==> src/rtl/csq_pkg.sv <==
`timescale 1ns / 1ps
`default_nettype none
// ----------------------------------------------------------------------------
// csq_pkg: shared types and codes for the semaphore wait queue
// Opcodes, result event codes, controller actions and the command and status
// bundles that join the controller to the datapath.
// ----------------------------------------------------------------------------
package csq_pkg;

  localparam int THREADS_DEF = 16;
  localparam int OP_W        = 2;
  localparam int THREAD_W    = 4;
  localparam int EVENT_W     = 3;
  localparam int COUNT_W     = 8;
  localparam int ACT_W       = 3;

  // input opcodes
  localparam logic [OP_W-1:0] OP_ACQUIRE = 2'd0;
  localparam logic [OP_W-1:0] OP_RELEASE = 2'd1;
  localparam logic [OP_W-1:0] OP_TIMEOUT = 2'd2;

  // result event codes
  localparam logic [EVENT_W-1:0] EV_GRANTED       = 3'd0;
  localparam logic [EVENT_W-1:0] EV_QUEUED        = 3'd1;
  localparam logic [EVENT_W-1:0] EV_WOKEN         = 3'd2;
  localparam logic [EVENT_W-1:0] EV_TIMED_OUT     = 3'd3;
  localparam logic [EVENT_W-1:0] EV_GRANT_BEFORE  = 3'd4;
  localparam logic [EVENT_W-1:0] EV_RELEASED      = 3'd5;
  localparam logic [EVENT_W-1:0] EV_UNDERFLOW     = 3'd6;
  localparam logic [EVENT_W-1:0] EV_DUPLICATE     = 3'd7;

  // controller actions
  localparam logic [ACT_W-1:0] ACT_NONE        = 3'd0;
  localparam logic [ACT_W-1:0] ACT_ACQUIRE     = 3'd1;
  localparam logic [ACT_W-1:0] ACT_RELEASE     = 3'd2;
  localparam logic [ACT_W-1:0] ACT_WAKE_RD     = 3'd3;
  localparam logic [ACT_W-1:0] ACT_WAKE        = 3'd4;
  localparam logic [ACT_W-1:0] ACT_SCAN        = 3'd5;
  localparam logic [ACT_W-1:0] ACT_SCAN_END    = 3'd6;
  localparam logic [ACT_W-1:0] ACT_NOT_WAITING = 3'd7;

  typedef struct packed {
    logic             load;
    logic [ACT_W-1:0] act;
  } csq_cmd_t;

  typedef struct packed {
    logic [OP_W-1:0] op;
    logic            flag_t;
    logic            hold_zero;
    logic            wake_after_rel;
    logic            wake_more;
    logic            scan_done;
  } csq_sts_t;

endpackage
`default_nettype wire

==> src/rtl/counting_semaphore_wait_queue_core.sv <==
`timescale 1ns / 1ps
`default_nettype none
// ----------------------------------------------------------------------------
// counting_semaphore_wait_queue_core: counting semaphore with FIFO waiters
// Command port: a word {op, thread_id} is taken at a clock edge with start
// high and busy low. op 0 acquires, 1 releases, 2 reports a wait timeout.
// Results: each result word is on event_kind/subject_thread/holder_count/last
// for exactly one cycle with strobe high; last marks the final word of an
// operation. The receiver has no way to stall; it must take every strobe.
// Config: cfg_we/cfg_data write max_holders (reset 1); write only while idle.
// Sequence: acquire, underflow and timeout of a non-waiter strobe their word
// from the decode state. Release strobes its word, then does a head read and
// a wake for each woken thread. Timeout of a waiter runs the one-port-read
// compaction scan through the waiter ring memory before its word. busy stays
// high until the operation ends, so no new word is taken before that.
// Reset (rst, synchronous): holders and queue length zero, all waiting
// flags clear, max_holders = 1. The waiter memory is not cleared; only
// slots holding queued threads are ever read.
// ----------------------------------------------------------------------------
module counting_semaphore_wait_queue_core #(
  parameter int THREADS = csq_pkg::THREADS_DEF
) (
  input  wire logic                             clk,
  input  wire logic                             rst,
  // command channel
  input  wire logic                             start,
  output logic                                  busy,
  input  wire logic [csq_pkg::OP_W-1:0]         op,
  input  wire logic [csq_pkg::THREAD_W-1:0]     thread_id,
  // configuration
  input  wire logic                             cfg_we,
  input  wire logic [csq_pkg::COUNT_W-1:0]      cfg_data,
  // result channel
  output logic                                  strobe,
  output logic [csq_pkg::EVENT_W-1:0]           event_kind,
  output logic [csq_pkg::THREAD_W-1:0]          subject_thread,
  output logic [csq_pkg::COUNT_W-1:0]           holder_count,
  output logic                                  last
);

  // controller <-> datapath handshake bundles
  csq_pkg::csq_cmd_t cmd;
  csq_pkg::csq_sts_t sts;

  // sequencer: decode, wake loop, compaction scan
  csq_ctrl u_ctrl (
    .clk   (clk),
    .rst   (rst),
    .start (start),
    .sts   (sts),
    .cmd   (cmd),
    .busy  (busy)
  );

  // state, waiter ring memory and registered result word
  csq_datapath #(
    .THREADS (THREADS)
  ) u_datapath (
    .clk            (clk),
    .rst            (rst),
    .cmd            (cmd),
    .sts            (sts),
    .op             (op),
    .thread_id      (thread_id),
    .cfg_we         (cfg_we),
    .cfg_data       (cfg_data),
    .strobe         (strobe),
    .event_kind     (event_kind),
    .subject_thread (subject_thread),
    .holder_count   (holder_count),
    .last           (last)
  );

endmodule
`default_nettype wire

==> src/rtl/csq_ctrl.sv <==
`timescale 1ns / 1ps
`default_nettype none
// ----------------------------------------------------------------------------
// csq_ctrl: sequencer for the semaphore wait queue
// Steps one operation at a time: decode, wake loop, queue compaction scan.
// ----------------------------------------------------------------------------
module csq_ctrl (
  input  wire logic              clk,
  input  wire logic              rst,
  input  wire logic              start,
  input  wire csq_pkg::csq_sts_t sts,
  output csq_pkg::csq_cmd_t      cmd,
  output logic                   busy
);

  localparam logic [2:0] S_IDLE    = 3'd0;
  localparam logic [2:0] S_EXEC    = 3'd1;
  localparam logic [2:0] S_WAKE_RD = 3'd2;
  localparam logic [2:0] S_WAKE    = 3'd3;
  localparam logic [2:0] S_SCAN    = 3'd4;

  logic [2:0]                state;
  logic [2:0]                state_next;
  logic [csq_pkg::ACT_W-1:0] act;

  always_comb begin
    state_next = state;
    act        = csq_pkg::ACT_NONE;
    unique case (state)
      S_IDLE: begin
        if (start) state_next = S_EXEC;
      end
      S_EXEC: begin
        state_next = S_IDLE;
        unique case (sts.op)
          csq_pkg::OP_ACQUIRE: act = csq_pkg::ACT_ACQUIRE;
          csq_pkg::OP_RELEASE: begin
            act = csq_pkg::ACT_RELEASE;
            if (!sts.hold_zero && sts.wake_after_rel) state_next = S_WAKE_RD;
          end
          csq_pkg::OP_TIMEOUT: begin
            if (sts.flag_t) state_next = S_SCAN;
            else act = csq_pkg::ACT_NOT_WAITING;
          end
          default: ;  // unused opcode, no result
        endcase
      end
      S_WAKE_RD: begin
        act        = csq_pkg::ACT_WAKE_RD;
        state_next = S_WAKE;
      end
      S_WAKE: begin
        act        = csq_pkg::ACT_WAKE;
        state_next = sts.wake_more ? S_WAKE_RD : S_IDLE;
      end
      S_SCAN: begin
        if (sts.scan_done) begin
          act        = csq_pkg::ACT_SCAN_END;
          state_next = S_IDLE;
        end else begin
          act = csq_pkg::ACT_SCAN;
        end
      end
      default: state_next = S_IDLE;
    endcase
  end

  always_ff @(posedge clk) begin
    if (rst) state <= S_IDLE;
    else     state <= state_next;
  end

  assign busy     = (state != S_IDLE);
  assign cmd.load = start && (state == S_IDLE);
  assign cmd.act  = act;

  // a wake always follows its head read
  a_wake_after_read: assert property (@(posedge clk) disable iff (rst)
    act == csq_pkg::ACT_WAKE |-> $past(act) == csq_pkg::ACT_WAKE_RD)
    else $error("wake without head read");

  // no new item is loaded while the wake loop or scan runs
  a_load_idle: assert property (@(posedge clk) disable iff (rst)
    cmd.load |=> state == S_EXEC)
    else $error("load did not enter decode");

endmodule
`default_nettype wire

==> src/rtl/csq_datapath.sv <==
`timescale 1ns / 1ps
`default_nettype none
// ----------------------------------------------------------------------------
// csq_datapath: counters, waiting flags, waiter ring and result register
// The waiter queue is a ring in a one-read one-write memory; timeouts
// compact it in place with a streaming read/write scan.
// ----------------------------------------------------------------------------
module csq_datapath #(
  parameter int THREADS = csq_pkg::THREADS_DEF
) (
  input  wire logic                            clk,
  input  wire logic                            rst,
  input  wire csq_pkg::csq_cmd_t               cmd,
  output csq_pkg::csq_sts_t                    sts,
  input  wire logic [csq_pkg::OP_W-1:0]        op,
  input  wire logic [csq_pkg::THREAD_W-1:0]    thread_id,
  input  wire logic                            cfg_we,
  input  wire logic [csq_pkg::COUNT_W-1:0]     cfg_data,
  output logic                                 strobe,
  output logic [csq_pkg::EVENT_W-1:0]          event_kind,
  output logic [csq_pkg::THREAD_W-1:0]         subject_thread,
  output logic [csq_pkg::COUNT_W-1:0]          holder_count,
  output logic                                 last
);

  localparam int AW     = (THREADS > 1) ? $clog2(THREADS) : 1;
  localparam int CW     = $clog2(THREADS + 1);
  localparam int QDEPTH = 1 << AW;
  localparam int TW     = csq_pkg::THREAD_W;
  localparam int HW     = csq_pkg::COUNT_W;

  logic [HW-1:0]      max_holders;
  logic [HW-1:0]      holders;
  logic [CW-1:0]      len;
  logic [AW-1:0]      head;
  logic [THREADS-1:0] flags;
  logic [csq_pkg::OP_W-1:0] op_lat;
  logic [TW-1:0]      t_lat;
  logic [TW-1:0]      t_red;
  logic [CW-1:0]      scan_i;
  logic [CW-1:0]      scan_j;
  logic               rd_pend;

  logic [TW-1:0] qmem [QDEPTH];
  logic [TW-1:0] rdata;
  logic          rd_en;
  logic [AW-1:0] raddr;
  logic          wr_en;
  logic [AW-1:0] waddr;
  logic [TW-1:0] wdata;

  logic [AW-1:0] t_idx;
  logic [AW-1:0] w_idx;
  logic          flag_t;
  logic          room;
  logic          below_max;

  // thread_id modulo THREADS by repeated compare-subtract (quotient at most 8)
  always_comb begin
    t_red = thread_id;
    for (int k = 0; k < 8; k++) begin
      if (int'(t_red) >= THREADS) t_red = t_red - TW'(THREADS);
    end
  end

  assign t_idx     = AW'(t_lat);
  assign w_idx     = AW'(rdata);
  assign flag_t    = flags[t_idx];
  assign room      = int'(len) < THREADS;
  assign below_max = holders < max_holders;

  assign sts.op             = op_lat;
  assign sts.flag_t         = flag_t;
  assign sts.hold_zero      = (holders == '0);
  assign sts.wake_after_rel = (len != '0) && ((holders - HW'(1)) < max_holders);
  assign sts.wake_more      = (len > CW'(1)) &&
                              (({1'b0, holders} + (HW+1)'(1)) < {1'b0, max_holders});
  assign sts.scan_done      = (scan_i == len) && !rd_pend;

  // memory port control; the scan moves kept entries down toward the head
  always_comb begin
    rd_en = 1'b0;
    raddr = head;
    wr_en = 1'b0;
    waddr = head + AW'(len);
    wdata = t_lat;
    unique case (cmd.act)
      csq_pkg::ACT_ACQUIRE: wr_en = !flag_t && !below_max && room;
      csq_pkg::ACT_WAKE_RD: rd_en = 1'b1;
      csq_pkg::ACT_SCAN: begin
        rd_en = (scan_i != len);
        raddr = head + AW'(scan_i);
        wr_en = rd_pend && (rdata != t_lat);
        waddr = head + AW'(scan_j);
        wdata = rdata;
      end
      default: ;
    endcase
  end

  always_ff @(posedge clk) begin
    if (rd_en) rdata <= qmem[raddr];
    if (wr_en) qmem[waddr] <= wdata;
  end

  always_ff @(posedge clk) begin
    if (rst) begin
      max_holders <= HW'(1);
      holders     <= '0;
      len         <= '0;
      head        <= '0;
      flags       <= '0;
      rd_pend     <= 1'b0;
      strobe      <= 1'b0;
    end else begin
      strobe <= 1'b0;
      if (cfg_we) max_holders <= cfg_data;
      if (cmd.load) begin
        op_lat  <= op;
        t_lat   <= t_red;
        scan_i  <= '0;
        scan_j  <= '0;
        rd_pend <= 1'b0;
      end
      unique case (cmd.act)
        csq_pkg::ACT_ACQUIRE: begin
          strobe         <= 1'b1;
          subject_thread <= t_lat;
          last           <= 1'b1;
          holder_count   <= holders;
          if (flag_t) begin
            event_kind <= csq_pkg::EV_DUPLICATE;
          end else if (below_max) begin
            event_kind   <= csq_pkg::EV_GRANTED;
            holders      <= holders + HW'(1);
            holder_count <= holders + HW'(1);
          end else begin
            event_kind <= csq_pkg::EV_QUEUED;
            if (room) begin
              len          <= len + CW'(1);
              flags[t_idx] <= 1'b1;
            end
          end
        end
        csq_pkg::ACT_RELEASE: begin
          strobe         <= 1'b1;
          subject_thread <= t_lat;
          if (holders == '0) begin
            event_kind   <= csq_pkg::EV_UNDERFLOW;
            holder_count <= holders;
            last         <= 1'b1;
          end else begin
            event_kind   <= csq_pkg::EV_RELEASED;
            holders      <= holders - HW'(1);
            holder_count <= holders - HW'(1);
            last         <= !sts.wake_after_rel;
          end
        end
        csq_pkg::ACT_WAKE: begin
          strobe         <= 1'b1;
          event_kind     <= csq_pkg::EV_WOKEN;
          subject_thread <= rdata;
          holders        <= holders + HW'(1);
          holder_count   <= holders + HW'(1);
          last           <= !sts.wake_more;
          head           <= head + AW'(1);
          len            <= len - CW'(1);
          flags[w_idx]   <= 1'b0;
        end
        csq_pkg::ACT_SCAN: begin
          rd_pend <= rd_en;
          if (rd_en) scan_i <= scan_i + CW'(1);
          if (wr_en) scan_j <= scan_j + CW'(1);
        end
        csq_pkg::ACT_SCAN_END: begin
          strobe         <= 1'b1;
          event_kind     <= csq_pkg::EV_TIMED_OUT;
          subject_thread <= t_lat;
          holder_count   <= holders;
          last           <= 1'b1;
          len            <= scan_j;
          flags[t_idx]   <= 1'b0;
        end
        csq_pkg::ACT_NOT_WAITING: begin
          strobe         <= 1'b1;
          event_kind     <= csq_pkg::EV_GRANT_BEFORE;
          subject_thread <= t_lat;
          holder_count   <= holders;
          last           <= 1'b1;
        end
        default: ;
      endcase
    end
  end

  // every queued thread has exactly one flag set
  a_flags_match_len: assert property (@(posedge clk) disable iff (rst)
    $countones(flags) == int'(len))
    else $error("waiting flags out of step with queue length");

  // compaction never overwrites the slot being read
  a_no_rw_clash: assert property (@(posedge clk) disable iff (rst)
    wr_en && rd_en |-> waddr != raddr)
    else $error("queue read/write address clash");

  // compaction write pointer trails the read pointer
  a_scan_order: assert property (@(posedge clk) disable iff (rst)
    cmd.act == csq_pkg::ACT_SCAN |-> scan_j <= scan_i)
    else $error("scan write pointer ahead of read pointer");

endmodule
`default_nettype wire

==> config.mk <==
export PLATFORM = sky130hd
export DESIGN_NAME = counting_semaphore_wait_queue_core
export DESIGN_NICKNAME = d
export VERILOG_FILES = /design/src/rtl/csq_pkg.sv /design/src/rtl/counting_semaphore_wait_queue_core.sv /design/src/rtl/csq_ctrl.sv /design/src/rtl/csq_datapath.sv
export SDC_FILE = /design/constraint.sdc
export NUM_CORES = 1
export LEC_CHECK = 0
export BUFFER_PORTS_ARGS = -buffer_cell sky130_fd_sc_hd__buf_2
export CAP_MARGIN = 20
export CORE_MARGIN = 3
export CORE_UTILIZATION = 60
export DETAILED_ROUTE_END_ITERATION = 12
export PLACE_DENSITY = 0.88
export SYNTH_ARGS = -nofsm -noshare
export SYNTH_HDL_FRONTEND = slang
export SYNTH_SLANG_ARGS = --single-unit
export TNS_END_PERCENT = 20
==> constraint.sdc <==
create_clock -name clk -period 4.35 [get_ports clk]
set_input_delay 0.2175 -clock clk [delete_from_list [all_inputs] [get_ports clk]]
set_output_delay 0.2175 -clock clk [all_outputs]
set_load 0.01 [all_outputs]
==> flow_metrics.tcl <==
set metrics [dict create \
    r2r_slack_ps 150 \
    hold_path_end "u_datapath.max_holders[1]" \
    r2r-end "u_datapath.qmem[2][3]" \
    firstDrtPassIters 5 \
    route.met3.wl_mm 1.73 \
    dp_slack_ps 116 \
    pwr-share-comb_pct 8.1 \
    cap_violations 0 \
    crit_fanout 9 \
    initial_utilization_pct 62.2 \
    slowest_stage "edfxtp_1" \
    whs_ps 17.0 \
    internal_power_mw 2.44 \
    setup-tns-final_ps 0 \
    synthCells 841 \
    yosysSeqAreaShare_pct 46.9 \
    min_from "cfg_data[1]" \
    async_flop_share_pct 0 \
    rows 42 \
    grt_use_total_pct 27.5 \
    max_freq_mhz 238 \
    wire_per_inst_um 19.0 \
    crit_family "simple AND/OR/NAND/NOR gates" \
    crit_chain "buf_4 > mux2i_1 > mux4_2 > a22o_4 > o221a_2 > o21ai_0 > ha_1 > inv_1 > fa_1 > or3b_1 > nor2_1" \
    htreeDepth 4 \
    layout_setup_ws_ps 154 \
    clockBufferDepth 2 \
    clkLatencyLatePin_ps 430 \
    cp_num_buf_inv 2 \
    dr_wl_met2_mm 9.65 \
    wl_met1_mm 8.03 \
    drt_iter0_drc 969 \
    vias_per_cell 6.45 \
    cts-root-buf "clkbuf_16" \
    fin_crit_ps 4200 \
    final-setup-viol-count 0 \
    finalCritPeriodShare_pct 96.5 \
    fillers 994 \
    yosys.area.top_type_share_pct 35.9 \
    grt_pass1_vias 6609 \
    cp-end-kind "flip-flop" \
    synthesis.area_sq_mm 0.00837 \
    cts_buffers 17 \
    syn_nets 903 \
    switchingPower_mw 0.847 \
    cts_tree "built" \
    rr_worst_depth 11 \
    p_clk_share_pct 45.2 \
    dpl_cell_area_sq_mm 0.00862 \
    p_leak_nw 3.56 \
    ir_drop_mv 0.365 \
    synth_edf_count 100 \
    io_buffers 35 \
    antenna_found_initial 0 \
    grt-ovfl-total 0 \
    arrival_ps 4300 \
    dominantRegCellSynth "edfxtp_1" \
    drt-total-wl_mm 20.1 \
    outcome "completed" \
    seqPwrFrac_pct 46.7 \
    path_clk_slew_ps 70 \
    die_width_um 124 \
    hp-class "in2reg" \
    r2r-start "u_datapath.t_idx[1]" \
    p_sw_share_pct 25.8 \
    gp_congestion 0.951 \
    grt_max_degree 33 \
    drive_gt1_share_pct 13.8 \
    fin_skew_ps 9.64 \
    synth.most_common_cell "edfxtp_1" \
    dieArea_sq_mm 0.0154 \
    cts.sinks 146 \
    maxSlewHeadroom_pct 37.2 \
    antenna_left 0 \
    core-area_sq_mm 0.0135 \
    die_h_um 124 \
    synth_area_leader_cell "edfxtp_1" \
    ys_warn_count 0 \
    dp.final_hpwl_mm 13.5 \
    ios 36 \
    drcViolationCount 0 \
    vias 6816 \
    synth_area_leaders "edfxtp_1, dfxtp_1, ha_1" \
    synthTopCellsByCount "edfxtp_1, nand2_1, nor2_1, a21oi_1, dfxtp_1" \
    seqCellArea_sq_mm 0.00392 \
    hold_viol 0 \
    synth_cell_types 76 \
    grt_pass1_wl_mm 33.0 \
    num_antenna_cells 0 \
    start_kind "flip-flop" \
    area.growth.synth_to_final_pct 11.5 \
    required_ps 4460 \
    path_class "reg2reg" \
    hold_depth 3 \
    ys_seq_elements 146 \
    stdcell_area_sq_mm 0.00933 \
    multiInputGateArea_sq_mm 0.00407 \
    slowest_delay_ps 540 \
    final-max-slew-violation-count 0 \
    dr.max_layer_used "met4" \
    layout.nets 929 \
    powerDensity_mw_per_mm2 352 \
    grt_setup_unrepaired "no" \
    synth.avg_cell_area_sq_um 9.95 \
    tightestPinTransition_ps 916 \
]
## state kept, by name, indices dropped and copies added (netlist names)
register	flops
u_datapath.qmem	64
u_datapath.flags	16
u_datapath.holder_count	8
u_datapath.holders	8
u_datapath.max_holders	8
u_datapath.len	5
u_datapath.scan_i	5
u_datapath.scan_j	5
u_datapath.head	4
u_datapath.rdata	4
u_datapath.subject_thread	4
u_datapath.t_idx	4
u_ctrl.state	3
u_datapath.event_kind	3
u_datapath.op_lat	2
u_datapath.last	1
u_datapath.rd_pend	1
u_datapath.strobe	1
## repair_timing
action | in CTS | in global routing
hold buffers | 7 | 0
gates resized for setup | 0 | 4
endpoints found under the hold margin | 7 | 0
setup buffers | 0 | 3
setup endpoints to repair | 0 | 68
## through the flow
step	cells	power [mW]	utilization, %
6_report	1056	3.29	69.3
5_1_grt	1056	3.39	69.3
4_1_cts	1053	3.29	69.1
3_5_place_dp	1014	1.82	64.1
3_3_place_gp	1014	1.81	64.1
2_1_floorplan	841	1.75	-
## cells in the final DEF (no fill, tap or decap), types with 6 or more instances in the layout
cell type,n
nor3_1,12
a221oi_1,17
nand3_1,18
inv_1,32
clkbuf_16,17
dlygate4sd3_1,7
o21ai_0,31
a41oi_1,6
ha_1,42
xor2_1,25
a211oi_1,6
a21o_1,8
buf_2,35
mux2i_1,17
xnor2_1,16
a2111oi_1,7
a21oi_1,78
and3_1,6
nand2_1,92
a22oi_1,7
nor2_1,79
nand2b_1,13
buf_4,19
a31oi_1,7
o21ai_1,6
edfxtp_1,100
dfxtp_1,46
## worst min-delay path: stages
cell and delay [ps]:
buf_2 70, mux2i_1 50, nor2_1 70
## layout make-up
class / instances / area share, %
inverter: 32 / 1.29
sequential: 146 / 42.1
clock inverter: 15 / 1.96
tap: 176 / 2.36
clock buffer: 17 / 4.56
multi-input combinational: 609 / 43.6
timing repair buffer: 61 / 4.16
## worst max path at each step
stage | from | to | slack (ps) | depth (start not counted)
final | u_datapath.t_idx[1] | u_datapath.qmem[2][3] | 150 | 11
after global routing | u_datapath.t_idx[1] | u_datapath.qmem[6][1] | 50 | 11
after CTS | u_datapath.t_idx[1] | u_datapath.qmem[14][0] | 60 | 11
after detailed placement | u_datapath.t_idx[1] | u_datapath.qmem[2][0] | 120 | 11
after global placement | u_datapath.t_idx[1] | u_datapath.qmem[2][0] | 200 | 11
after floorplan | u_datapath.t_idx[1] | u_datapath.qmem[2][0] | 400 | 14
## per-layer routing
| metal | track usage (%) | up-vias |
|---|---|---|
| met4 | 13.5 | 0 |
| met2 | 43.8 | 418 |
| met1 | 35.2 | 3181 |
| li1 | - | 3147 |
| met5 | 0 | - |
| met3 | 6.49 | 70 |
## cells by family after synthesis
family	count (synthesis)	share of synthesized area, %
simple gates	277	16.0
compound gates	221	17.8
flops	146	46.9
buf+inv	86	4.53
fa+ha+maj	44	6.76
xor+xnor	41	4.29
mux	26	3.71
## power groups by stage
stage,registers (mW),logic (mW),clock network (mW)
floorplan,1.55,0.197,0
global placement,1.56,0.246,0
detailed placement,1.56,0.253,0
CTS,1.53,0.262,1.49
global route,1.54,0.300,1.55
finish,1.53,0.267,1.49
(Power assumes the default switching activity.)
